==> src/current_reading_moving_average_macros.svh <==
// Assertion macros for the current reading moving average block.
// Included by the RTL files that carry assertions; needs clk and arst_n in scope.
`ifndef CURRENT_READING_MOVING_AVERAGE_MACROS_SVH
`define CURRENT_READING_MOVING_AVERAGE_MACROS_SVH

`ifndef ASSERT_OFF
// plain property, sampled on clk, off during reset
`define CRMA_ASSERT(label, prop, msg) \
	label: assert property (@(posedge clk) disable iff (!arst_n) (prop)) else $error(msg);
// same-cycle implication
`define CRMA_ASSERT_IMP(label, ante, cons, msg) \
	label: assert property (@(posedge clk) disable iff (!arst_n) (ante) |-> (cons)) \
		else $error(msg);
// next-cycle implication
`define CRMA_ASSERT_NEXT(label, ante, cons, msg) \
	label: assert property (@(posedge clk) disable iff (!arst_n) (ante) |=> (cons)) \
		else $error(msg);
`else
`define CRMA_ASSERT(label, prop, msg)
`define CRMA_ASSERT_IMP(label, ante, cons, msg)
`define CRMA_ASSERT_NEXT(label, ante, cons, msg)
`endif

`endif

==> src/crma_pkg.sv <==
// Shared types and constants for the current reading moving average block.
// No dependencies; used by every module in src.
package crma_pkg;

	localparam int NUM_CHARS = 7;
	localparam int CHAR_W = 8;
	localparam int VALUE_W = 24;
	localparam int WINDOW_LENGTH_DEF = 8;

	localparam logic [CHAR_W-1:0] CHAR_ZERO = 8'd48;
	localparam logic [CHAR_W-1:0] CHAR_NINE = 8'd57;
	localparam logic [VALUE_W-1:0] MAX_READING = 24'd9999999;

	typedef logic [CHAR_W-1:0] char_t;
	typedef logic [VALUE_W-1:0] value_t;

	// control handed from the pipeline to every window cell
	typedef struct packed {
		logic load;   // a valid reading moves into the window this cycle
		logic prime;  // first valid reading: every cell takes it
	} cell_ctrl_t;

endpackage

==> src/crma_decode.sv <==
// Turns seven ASCII characters into a reading in thousandths.
// Depends on crma_pkg.
module crma_decode (
	input  crma_pkg::char_t  chars [crma_pkg::NUM_CHARS],
	output logic             ok,
	output crma_pkg::value_t value
);

	// place value of each character, thousands digit first
	localparam crma_pkg::value_t DIGIT_WEIGHT [crma_pkg::NUM_CHARS] = '{
		24'd1000000, 24'd100000, 24'd10000, 24'd1000, 24'd100, 24'd10, 24'd1
	};

	logic             all_digits;
	crma_pkg::value_t acc;

	always_comb begin
		crma_pkg::char_t diff;
		all_digits = 1'b1;
		acc = '0;
		for (int k = 0; k < crma_pkg::NUM_CHARS; k++) begin
			diff = chars[k] - crma_pkg::CHAR_ZERO;
			if (chars[k] < crma_pkg::CHAR_ZERO || chars[k] > crma_pkg::CHAR_NINE) begin
				all_digits = 1'b0;
			end
			acc = acc + crma_pkg::VALUE_W'(diff[3:0]) * DIGIT_WEIGHT[k];
		end
	end

	assign ok = all_digits;
	assign value = all_digits ? acc : '0;

endmodule

==> src/crma_cell.sv <==
// One entry of the averaging window; loads its left neighbor or, on priming,
// the new reading. Depends on crma_pkg.
module crma_cell (
	input  logic                clk,
	input  crma_pkg::cell_ctrl_t ctrl,
	input  crma_pkg::value_t    reading,
	input  crma_pkg::value_t    prev,
	output crma_pkg::value_t    value
);

	crma_pkg::value_t value_q;

	always_ff @(posedge clk) begin
		if (ctrl.load) begin
			value_q <= ctrl.prime ? reading : prev;
		end
	end

	assign value = value_q;

endmodule

==> src/crma_recip.sv <==
// Divides the running sum by the window length with a registered multiply by
// a rounded-up reciprocal; exact for every sum below 2**SUM_W. Depends on crma_pkg.
module crma_recip #(
	parameter int WINDOW_LENGTH = crma_pkg::WINDOW_LENGTH_DEF,
	parameter int SUM_W = 27
) (
	input  logic             clk,
	input  logic             load,
	input  logic [SUM_W-1:0] sum,
	output crma_pkg::value_t average
);

	localparam int LOG_W = $clog2(WINDOW_LENGTH);
	localparam int DIV_S = SUM_W + LOG_W;
	localparam int DIV_M_W = SUM_W + 1;
	localparam int PROD_W = SUM_W + DIV_M_W;
	localparam logic [63:0] DIV_M_FULL =
		((64'd1 << DIV_S) + 64'(WINDOW_LENGTH) - 64'd1) / 64'(WINDOW_LENGTH);
	localparam logic [DIV_M_W-1:0] DIV_M = DIV_M_FULL[DIV_M_W-1:0];

	logic [PROD_W-1:0] prod_s3;
	logic [PROD_W-1:0] quot;

	always_ff @(posedge clk) begin
		if (load) begin
			prod_s3 <= PROD_W'(sum) * PROD_W'(DIV_M);
		end
	end

	assign quot = prod_s3 >> DIV_S;
	assign average = quot[crma_pkg::VALUE_W-1:0];

endmodule

==> src/current_reading_moving_average.sv <==
// Current reading moving average: ASCII reading decode, window of cells, average.
// Depends on crma_pkg, crma_decode, crma_cell, crma_recip and the macros header.
//
// Usage:
//   Input channel: in_valid/in_stall carry one reading as seven ASCII characters
//   char_0..char_6 (four integer digits, then three fraction digits).
//   Output channel: out_valid/out_stall carry reading_ok, reading_value and
//   average_value, all in thousandths; a rejected reading gives all zeros and
//   leaves the window untouched.
//   A transaction on either side completes on a rising edge with valid high and
//   stall low. Every reading gives exactly one result.
//   The result passes in order through the decode register, the window update
//   and the reciprocal multiply before it is presented on the output channel.
//   Throughput: one reading per cycle while out_stall stays low; the window cells
//   and the running sum update together; the divide is one pipelined multiply.
//   A stalled receiver holds the result; the three stages keep filling, and
//   in_stall rises only when the first stage is full and cannot move on.
//   Reset (arst_n low) empties the pipeline and unprimes the window; the first
//   valid reading after reset fills every window cell with itself.
module current_reading_moving_average #(
	parameter int WINDOW_LENGTH = crma_pkg::WINDOW_LENGTH_DEF
) (
	input  logic             clk,
	input  logic             arst_n,
	input  logic             in_valid,
	output logic             in_stall,
	input  crma_pkg::char_t  char_0,
	input  crma_pkg::char_t  char_1,
	input  crma_pkg::char_t  char_2,
	input  crma_pkg::char_t  char_3,
	input  crma_pkg::char_t  char_4,
	input  crma_pkg::char_t  char_5,
	input  crma_pkg::char_t  char_6,
	output logic             out_valid,
	input  logic             out_stall,
	output logic             reading_ok,
	output crma_pkg::value_t reading_value,
	output crma_pkg::value_t average_value
);

`include "current_reading_moving_average_macros.svh"

	localparam int SUM_W =
		$clog2(WINDOW_LENGTH * int'(crma_pkg::MAX_READING) + 1);

	crma_pkg::char_t  chars [crma_pkg::NUM_CHARS];
	logic             dec_ok;
	crma_pkg::value_t dec_value;

	logic v_s1, v_s2, v_s3;
	logic ok_s1, ok_s2, ok_s3;
	crma_pkg::value_t x_s1, x_s2, x_s3;

	logic take2, take3, accept;

	logic             primed_q;
	logic [SUM_W-1:0] sum_q;
	logic [SUM_W-1:0] sum_next;

	crma_pkg::cell_ctrl_t cell_ctrl;
	crma_pkg::value_t     cell_val [WINDOW_LENGTH];
	logic [SUM_W-1:0]     recip_sum;

	assign chars[0] = char_0;
	assign chars[1] = char_1;
	assign chars[2] = char_2;
	assign chars[3] = char_3;
	assign chars[4] = char_4;
	assign chars[5] = char_5;
	assign chars[6] = char_6;

	crma_decode u_decode (
		.chars (chars),
		.ok    (dec_ok),
		.value (dec_value)
	);

	// stage handoff: a stage takes new data when empty or when it moves on
	assign take3 = !v_s3 || !out_stall;
	assign take2 = !v_s2 || take3;
	assign in_stall = v_s1 && !take2;
	assign accept = in_valid && !in_stall;

	always_ff @(posedge clk or negedge arst_n) begin
		if (!arst_n) begin
			v_s1 <= 1'b0;
			v_s2 <= 1'b0;
			v_s3 <= 1'b0;
		end else begin
			if (!in_stall) v_s1 <= in_valid;
			if (take2) v_s2 <= v_s1;
			if (take3) v_s3 <= v_s2;
		end
	end

	always_ff @(posedge clk) begin
		if (accept) begin
			ok_s1 <= dec_ok;
			x_s1 <= dec_value;
		end
		if (take2) begin
			ok_s2 <= ok_s1;
			x_s2 <= x_s1;
		end
		if (take3) begin
			ok_s3 <= ok_s2;
			x_s3 <= x_s2;
		end
	end

	// window update as a valid reading moves from stage 1 to stage 2
	assign cell_ctrl.load = take2 && v_s1 && ok_s1;
	assign cell_ctrl.prime = !primed_q;

	for (genvar i = 0; i < WINDOW_LENGTH; i++) begin : g_cell
		if (i == 0) begin : g_head
			crma_cell u_cell (
				.clk     (clk),
				.ctrl    (cell_ctrl),
				.reading (x_s1),
				.prev    (x_s1),
				.value   (cell_val[i])
			);
		end else begin : g_body
			crma_cell u_cell (
				.clk     (clk),
				.ctrl    (cell_ctrl),
				.reading (x_s1),
				.prev    (cell_val[i-1]),
				.value   (cell_val[i])
			);
		end
	end

	// last cell holds the oldest reading
	assign sum_next = primed_q
		? sum_q - SUM_W'(cell_val[WINDOW_LENGTH-1]) + SUM_W'(x_s1)
		: SUM_W'(x_s1) * SUM_W'(WINDOW_LENGTH);

	always_ff @(posedge clk or negedge arst_n) begin
		if (!arst_n) begin
			primed_q <= 1'b0;
			sum_q <= '0;
		end else if (cell_ctrl.load) begin
			primed_q <= 1'b1;
			sum_q <= sum_next;
		end
	end

	// sum_q belongs to the reading in stage 2 until that reading leaves
	assign recip_sum = ok_s2 ? sum_q : '0;

	crma_recip #(
		.WINDOW_LENGTH (WINDOW_LENGTH),
		.SUM_W         (SUM_W)
	) u_recip (
		.clk     (clk),
		.load    (take3),
		.sum     (recip_sum),
		.average (average_value)
	);

	assign out_valid = v_s3;
	assign reading_ok = ok_s3;
	assign reading_value = x_s3;

	`CRMA_ASSERT_NEXT(a_reject_keeps_state, take2 && v_s1 && !ok_s1,
		$stable(sum_q) && $stable(primed_q), "rejected reading changed window state")
	`CRMA_ASSERT_NEXT(a_primed_sticks, primed_q, primed_q, "window lost its primed flag")
	`CRMA_ASSERT_IMP(a_reject_zero, out_valid && !reading_ok,
		reading_value == '0 && average_value == '0, "rejected result is not zero")
	`CRMA_ASSERT_IMP(a_avg_range, out_valid,
		average_value <= crma_pkg::MAX_READING, "average out of reading range")

endmodule

==> config.mk <==
export PLATFORM = sky130hd
export DESIGN_NAME = current_reading_moving_average
export DESIGN_NICKNAME = d
export VERILOG_FILES = /design/src/crma_pkg.sv /design/src/crma_decode.sv /design/src/crma_cell.sv /design/src/crma_recip.sv /design/src/current_reading_moving_average.sv
export VERILOG_INCLUDE_DIRS = /design/src /design/src/src
export SDC_FILE = /design/constraint.sdc
export NUM_CORES = 1
export LEC_CHECK = 0
export ABC_AREA = 1
export BUFFER_PORTS_ARGS = -buffer_cell sky130_fd_sc_hd__buf_4
export CORE_ASPECT_RATIO = 2
export CORE_MARGIN = 4
export CORE_UTILIZATION = 50
export CTS_CLUSTER_SIZE = 10
export DETAILED_ROUTE_END_ITERATION = 6
export PLACE_DENSITY = 0.67
export SLEW_MARGIN = 5
export SYNTH_ARGS = -nofsm -noshare
export SYNTH_HDL_FRONTEND = slang
export SYNTH_SLANG_ARGS = --single-unit
export TNS_END_PERCENT = 1
==> constraint.sdc <==
create_clock -name clk -period 13.6 [get_ports clk]
set_input_delay 3.4 -clock clk [delete_from_list [all_inputs] [get_ports clk]]
set_output_delay 3.4 -clock clk [all_outputs]
set_load 0.005 [all_outputs]
* Yosys cells after proc, flatten, opt, wreduce, memory -nomap -nowiden
Index checks and enable logic that the tools add are counted.
** Word-level totals
- Output and inout bits :: 51
- Bits in writable memories :: 0
- Bits in read-only memories :: 0
- Memories kept :: 0
- Bits in registers :: 325
- Latch bits :: 0
- Word-level logic and storage cells :: 88
- Input port bits :: 60
** Cells by class
- Multiply operators :: 6
- Reduce and logical (&&, ||, !) cells :: 18
- Add/subtract/negate cells :: 15
- Bitwise gates (word level) :: 0
- Equal/unequal tests :: 0
- Mux-type cells :: 15
- Div/mod/pow operators :: 0
- Shifts and indexed selects :: 0
- $lt $le $gt $ge :: 14
** Operators by type and width (count)
- $mux 24 :: 7
- $gt 8x6->1 const B :: 7
- $lt 8x6->1 const B :: 7
- $sub 4x1->4 const B :: 7
- $add 27x24->27 :: 1
- $mux 27 :: 1
- $sub 27x24->27 :: 1
- $add 24x11->24 :: 1
- $add 24x14->24 :: 1
- $add 24x18->24 :: 1
- $add 24x21->24 :: 1
- $add 24x4->24 :: 1
- $add 24x8->24 :: 1
- $mul 4x14->18 const B :: 1
- $mul 4x12->16 const B :: 1
- $mul 4x10->14 const B :: 1
- $mul 4x7->11 const B :: 1
- $logic_or 1x1->1 :: 9
- $mul 4x5->9 const B :: 1
- $mul 4x3->7 const B :: 1
- $mux 1 :: 7
- $logic_not 1->1 :: 5
- $logic_and 1x1->1 :: 4

* Longest topological paths before layout
- Depth after elaboration :: 9
- Mapped depth :: 28
- Depth with buffers taken out :: 28

* Hierarchy
From an unflattened synthesis, not the netlist that was laid out.
** Unflattened totals
- Cell total of the unflattened synthesis :: 2408
- Area, all modules :: 21499.4 um^2
** Modules (own cells, without submodules)
- crma_cell :: cells each 102, sequential area each 720.7 um^2, instances 8, area each 1094.8 um^2
- current_reading_moving_average :: cells each 824, sequential area each 3027.9 um^2, instances 1, area each 6706.4 um^2
- crma_decode :: cells each 744, sequential area each 0.0 um^2, instances 1, area each 5313.8 um^2
- crma_recip :: cells each 24, sequential area each 720.7 um^2, instances 1, area each 720.7 um^2

* Least setup slack after synthesis
Ideal clock, no wire load.
- Path kind :: in2reg
- Start point :: input port out_stall
- End point :: register sum_q[10]
- Buffers on the path :: 1
- Path slack :: 2.956 ns
- Arrival time :: 10.255 ns
- Cell stages on the path :: 5
- Required time :: 13.211 ns
- Library setup time :: 0.389 ns
- Cells stage by stage :: nand3_1 -> nand2_1 -> inv_1 -> clkbuf_1 -> a31oi_1
** RTL lines
- start, declared :: RTL line current_reading_moving_average.sv:35 : input logic out_stall,
- end signal, assigned :: RTL line current_reading_moving_average.sv:146 : sum_q <= sum_next;
- end, declared :: RTL line current_reading_moving_average.sv:57 : logic [SUM_W-1:0] sum_q;

* Worst setup path after layout
- Start point :: input port char_3[1]
- End point :: register x_s1[20] (data pin)
** Between the ends
- Word-level cells in the longest chain between the ends :: 6
- Elaborated cells between the ends (all ways) :: 13
- Classes of those cells :: 5 x add/sub; 1 x mul; 2 x order compare; 4 x mux; 1 x reduce/logical
** Ends and longest elaborated chain
- start, declared :: RTL line current_reading_moving_average.sv:30 : input crma_pkg::char_t char_3,
- $sub 4x1->4 (tied with other cells) :: RTL line crma_decode.sv:22 : diff = chars[k] - crma_pkg::CHAR_ZERO;
- $mul 4x7->11 / $logic_or 1x1->1 (equally long branches) :: RTL line crma_decode.sv:26, crma_decode.sv:23
- $add 24x14->24 / $mux 1 (equally long branches) :: RTL line crma_decode.sv:26, crma_decode.sv:23
- $add 24x11->24 / $mux 1 (equally long branches) :: RTL line crma_decode.sv:26, crma_decode.sv:23
- $add 24x8->24 / $mux 1 (equally long branches) :: RTL line crma_decode.sv:26, crma_decode.sv:23
- $add 24x4->24 / $mux 1 (equally long branches) :: RTL line crma_decode.sv:26, crma_decode.sv:23
- end signal, assigned :: RTL line current_reading_moving_average.sv:99 : x_s1 <= dec_value;
- end, declared :: RTL line current_reading_moving_average.sv:52 : crma_pkg::value_t x_s1, x_s2, x_s3;
Several ways; a longest one is shown, not always the timed one.
A chain may end at the register's enable or synchronous reset.

==> results.txt <==
Status = completed
Count of mapped cells out of synthesis = 2,102
Sort of element at the end of the critical path = flop
Number of register bits inferred by synthesis = 322
Library cell used as clock root buffer = sky130_fd_sc_hd__clkbuf_16
Largest fanout of any net on the critical path = 5
Synthesized net count = 2,405
Share of synthesized cell area in and, or, nand and nor gates = 19.54%
RSZ-0062 raised after global routing = false
Cell family with most CP delay = adder cells
Detailed-routing iteration count for the pre-antenna-repair pass = 5
Violation count after the first detailed-routing iteration = 717
Internal portion of total power = 2.541 mW
Reported max-cap violation count = 0
Inserted Clock Buffers = 38
Number of nets still failing antenna checks after routing = 0
Post-synthesis mux area share = 0%
Number of enable flip-flop cells after synthesis = 291
Layout overhead on the synthesized area = 12.77%
Antenna violations before repair = 0
Ant. Diodes = 0
Setup violation total in the final timing report = 0
CTS max path bufs = 3
Final-report hold violation count = 0
Setup total negative slack = 0 ns
Initial core utilization = 50.61%
WL per Instance = 16.71 µm
Dpl hpwl = 35.69 mm
Area enclosed by the die boundary = 42,570 µm²
Vias per inst = 5.037
Total via count in the routed design = 13,970
Clock Skew = 0.01432 ns
Net switching fraction of the power = 43.52%
Library cell contributing the largest single delay on the critical path = sky130_fd_sc_hd__fa_1
Crit-path max cell delay = 0.60 ns
XOR/XNOR Fraction of Synth Area = 1.566%
Top cell type by total area after synthesis = sky130_fd_sc_hd__edfxtp_1
Cell type with the highest occurrence count on the critical path = sky130_fd_sc_hd__fa_1
Post-synth design cell area = 19,570 µm²
Core Footprint = 38,670 µm²
Path class of the lowest-slack min-delay path = reg -> reg
All-Layer GR Usage = 22.13%
Relative slew slack = 22.47%
Summed area of non-filler cells in the final layout = 22,070 µm²
Slew at the pin with the worst max-slew slack = 1.163 ns
Global-route wire length before repair = 73.37 mm
Total of warnings raised by yosys = 0
Chip Width = 147.9 µm
Post-layout min period = 8.429 ns
Pin count of the biggest net entering global routing = 141
Clock network fraction of total power = 20.5%
Number of buffers inserted to repair setup after CTS = 0
Weighted congestion at the end of routability-driven global placement = 0.9689
Reported net switching power = 1.958 mW
Placement-stage cell area = 20,960 µm²
Clock tree sinks = 322
Area fraction of the dominant cell type after synthesis = 44.65%
Kind of critical path = in -> reg
Netlist cell types = 39
Drc violations = 0
Standard-cell rows = 102
Post-synth top flop = sky130_fd_sc_hd__edfxtp_1
Clock transition at the registers of the reported paths = 0.05 ns
Cell leakage power = 11.14 nW
Combinational cell fraction of total power = 51.6%
Seq/Total Area, Yosys = 48.61%
Arrival time of the worst setup path = 8.70 ns
Worst path bufs/invs = 4
VDD IR max = 0.0001292 V
Adder-cell share of the synthesized area = 18.53%
Total wirelength of the detailed-routed design = 46.34 mm
Data required time of the worst path = 13.87 ns
Commonest non-fill, non-tap cell in the layout = sky130_fd_sc_hd__nand2_1
Power density of the placed cells = 203.9 nW/µm²
Via count of the first global-routing pass = 14,410
CTS tree = yes
Async SR Flop Fraction = 9.627%
Largest family of logic cells by synthesized area = simple AND/OR/NAND/NOR gates
Fraction of power consumed by sequential logic = 27.9%
Port buffer count = 110
Number of levels in the clock H-tree = 2
Number of slew-limit violations in the final report = 0
Commonest cells after routing, fill and taps aside = 680 x sky130_fd_sc_hd__nand2_1, 379 x sky130_fd_sc_hd__inv_1, 291 x sky130_fd_sc_hd__edfxtp_1, 165 x sky130_fd_sc_hd__ha_1, 152 x sky130_fd_sc_hd__nor2_1
Tcrit/Tclk final = 61.98%
Cell-by-cell listing of the critical path = buf_4 > fa_1 > inv_1 > fa_1 > inv_1 > ha_1 > a21oi_1 > nand2_1 > a21oi_1 > o21ai_0 > xor2_1 > fa_1 > fa_1 > inv_1 > fa_1 > ha_1 > a21o_1 > o21ai_0 > nand3b_1 > nand2_1 > nand2_1 > nor2_1 > nor2_1
Fraction of final layout cells sized beyond drive strength 1 = 8.123%
Startpoint type of the worst setup path = primary input
Nets = 2,527
Height of the die = 287.8 µm
Worst-Skew Late Latency = 0.52 ns
Worst R2R Setup Slack = 9.60 ns
Number of hold buffers added after cts = 0
Resize count post-CTS = 0
Complex-gate fraction of the synthesized area = 3.669%
Overall overflow remaining after global route = 0
Achievable clock frequency = 0.1186 GHz
Average footprint of a synthesized cell = 9.311 µm²
Cell types with the largest area share after synthesis = sky130_fd_sc_hd__edfxtp_1 45%, sky130_fd_sc_hd__nand2_1 13%, sky130_fd_sc_hd__ha_1 11%, sky130_fd_sc_hd__fa_1 8.0%, sky130_fd_sc_hd__inv_1 7.3%
IO Pins = 111
-- synth_stat cells (4+ instances only) --
master and number:
sky130_fd_sc_hd__a21o_1 4, sky130_fd_sc_hd__a21oi_1 61, sky130_fd_sc_hd__a31oi_1 11, sky130_fd_sc_hd__buf_2 5, sky130_fd_sc_hd__clkbuf_1 24, sky130_fd_sc_hd__dfrtp_1 31, sky130_fd_sc_hd__edfxtp_1 291, sky130_fd_sc_hd__fa_1 78
sky130_fd_sc_hd__ha_1 165, sky130_fd_sc_hd__inv_1 380, sky130_fd_sc_hd__nand2_1 681, sky130_fd_sc_hd__nand3_1 82, sky130_fd_sc_hd__nand3b_1 6, sky130_fd_sc_hd__nand4_1 12, sky130_fd_sc_hd__nor2_1 153, sky130_fd_sc_hd__nor3_1 11
sky130_fd_sc_hd__o21ai_0 31, sky130_fd_sc_hd__or2_2 9, sky130_fd_sc_hd__xnor2_1 12, sky130_fd_sc_hd__xor2_1 23
-- kinds of logic after synthesis --
logic type | Yosys count
AOI/OAI and AO/OA | 126
xor gates and xnor gates | 35
adders and majority gates | 243
buffers and inverters | 415
DFF | 322
and+or+nand+nor | 961
-- final timing paths --
path	from	to	cells after the start
worst max register to register	out_valid	g_cell[2].g_body.u_cell.value[3]	5
max in group asynchronous	arst_n	primed_q	1
worst min register to register	x_s2[11]	reading_value[11]	0
worst min-delay path	x_s2[11]	reading_value[11]	0
worst max-delay path	char_3[1]	x_s1[20]	23
min in group asynchronous	arst_n	sum_q[5]	1
-- cell type report --
class | count | area [µm²]
clock buffer | 66 | 1077
clock inverter | 3 | 37.54
fill | 3535 | 16600
inverter | 381 | 1438
multi-input combinational | 1365 | 8481
sequential | 322 | 9518
tap | 520 | 650.6
timing repair buffer | 116 | 870.8
-- power by group through the flow --
| stage | Clock, mW | Combinational [mW] | Sequential (mW) |
|---|---|---|---|
| after floorplan | 0 | 1.67 | 1.26 |
| after global placement | 0 | 2.28 | 1.27 |
| after detailed placement | 0 | 2.31 | 1.28 |
| after CTS | 0.947 | 2.32 | 1.26 |
| after global routing | 0.988 | 2.65 | 1.27 |
| final | 0.923 | 2.32 | 1.26 |
-- flip-flops by register name (all words and copies together), names as in the netlist, 24 cells and up --
name / flops
g_cell.g_body.u_cell.value: 168
g_cell.g_head.u_cell.value: 24
x_s2: 24
x_s1: 24
sum_q: 27
u_recip.prod_s3: 24
reading_value: 24
-- worst reg2reg max path, cell delays in order, from the launching register on --
cell                      delay, ns
sky130_fd_sc_hd__dfrtp_1       0.41
sky130_fd_sc_hd__nand3_1       0.09
sky130_fd_sc_hd__buf_4         0.39
sky130_fd_sc_hd__nand2_1       0.69
sky130_fd_sc_hd__inv_8         0.94
sky130_fd_sc_hd__buf_4         1.04
-- metrics by stage --
step	hold WS (ns)	utilization [%]	total power, mW	setup slack (ns)	instances
3_5_place_dp	0.4045	54.20	3.588	4.655	2704
3_3_place_gp	0.4032	54.20	3.558	4.718	2704
5_1_grt	0.4204	57.08	4.910	4.828	2773
4_1_cts	0.4172	57.08	4.529	5.202	2773
6_report	0.4168	57.08	4.500	5.171	2773
2_1_floorplan	0.4003	-	2.934	2.956	2102
-- per-layer routing --
metal	track usage [%]	vias to the layer above	part of all wire, %
li1	-	6923	-
met1	21.43	6616	33
met2	44.45	306	57
met3	1.985	123	2.8
met4	12.65	0	6.5
met5	0	-	0
Power figures use the tool's default switching activity.
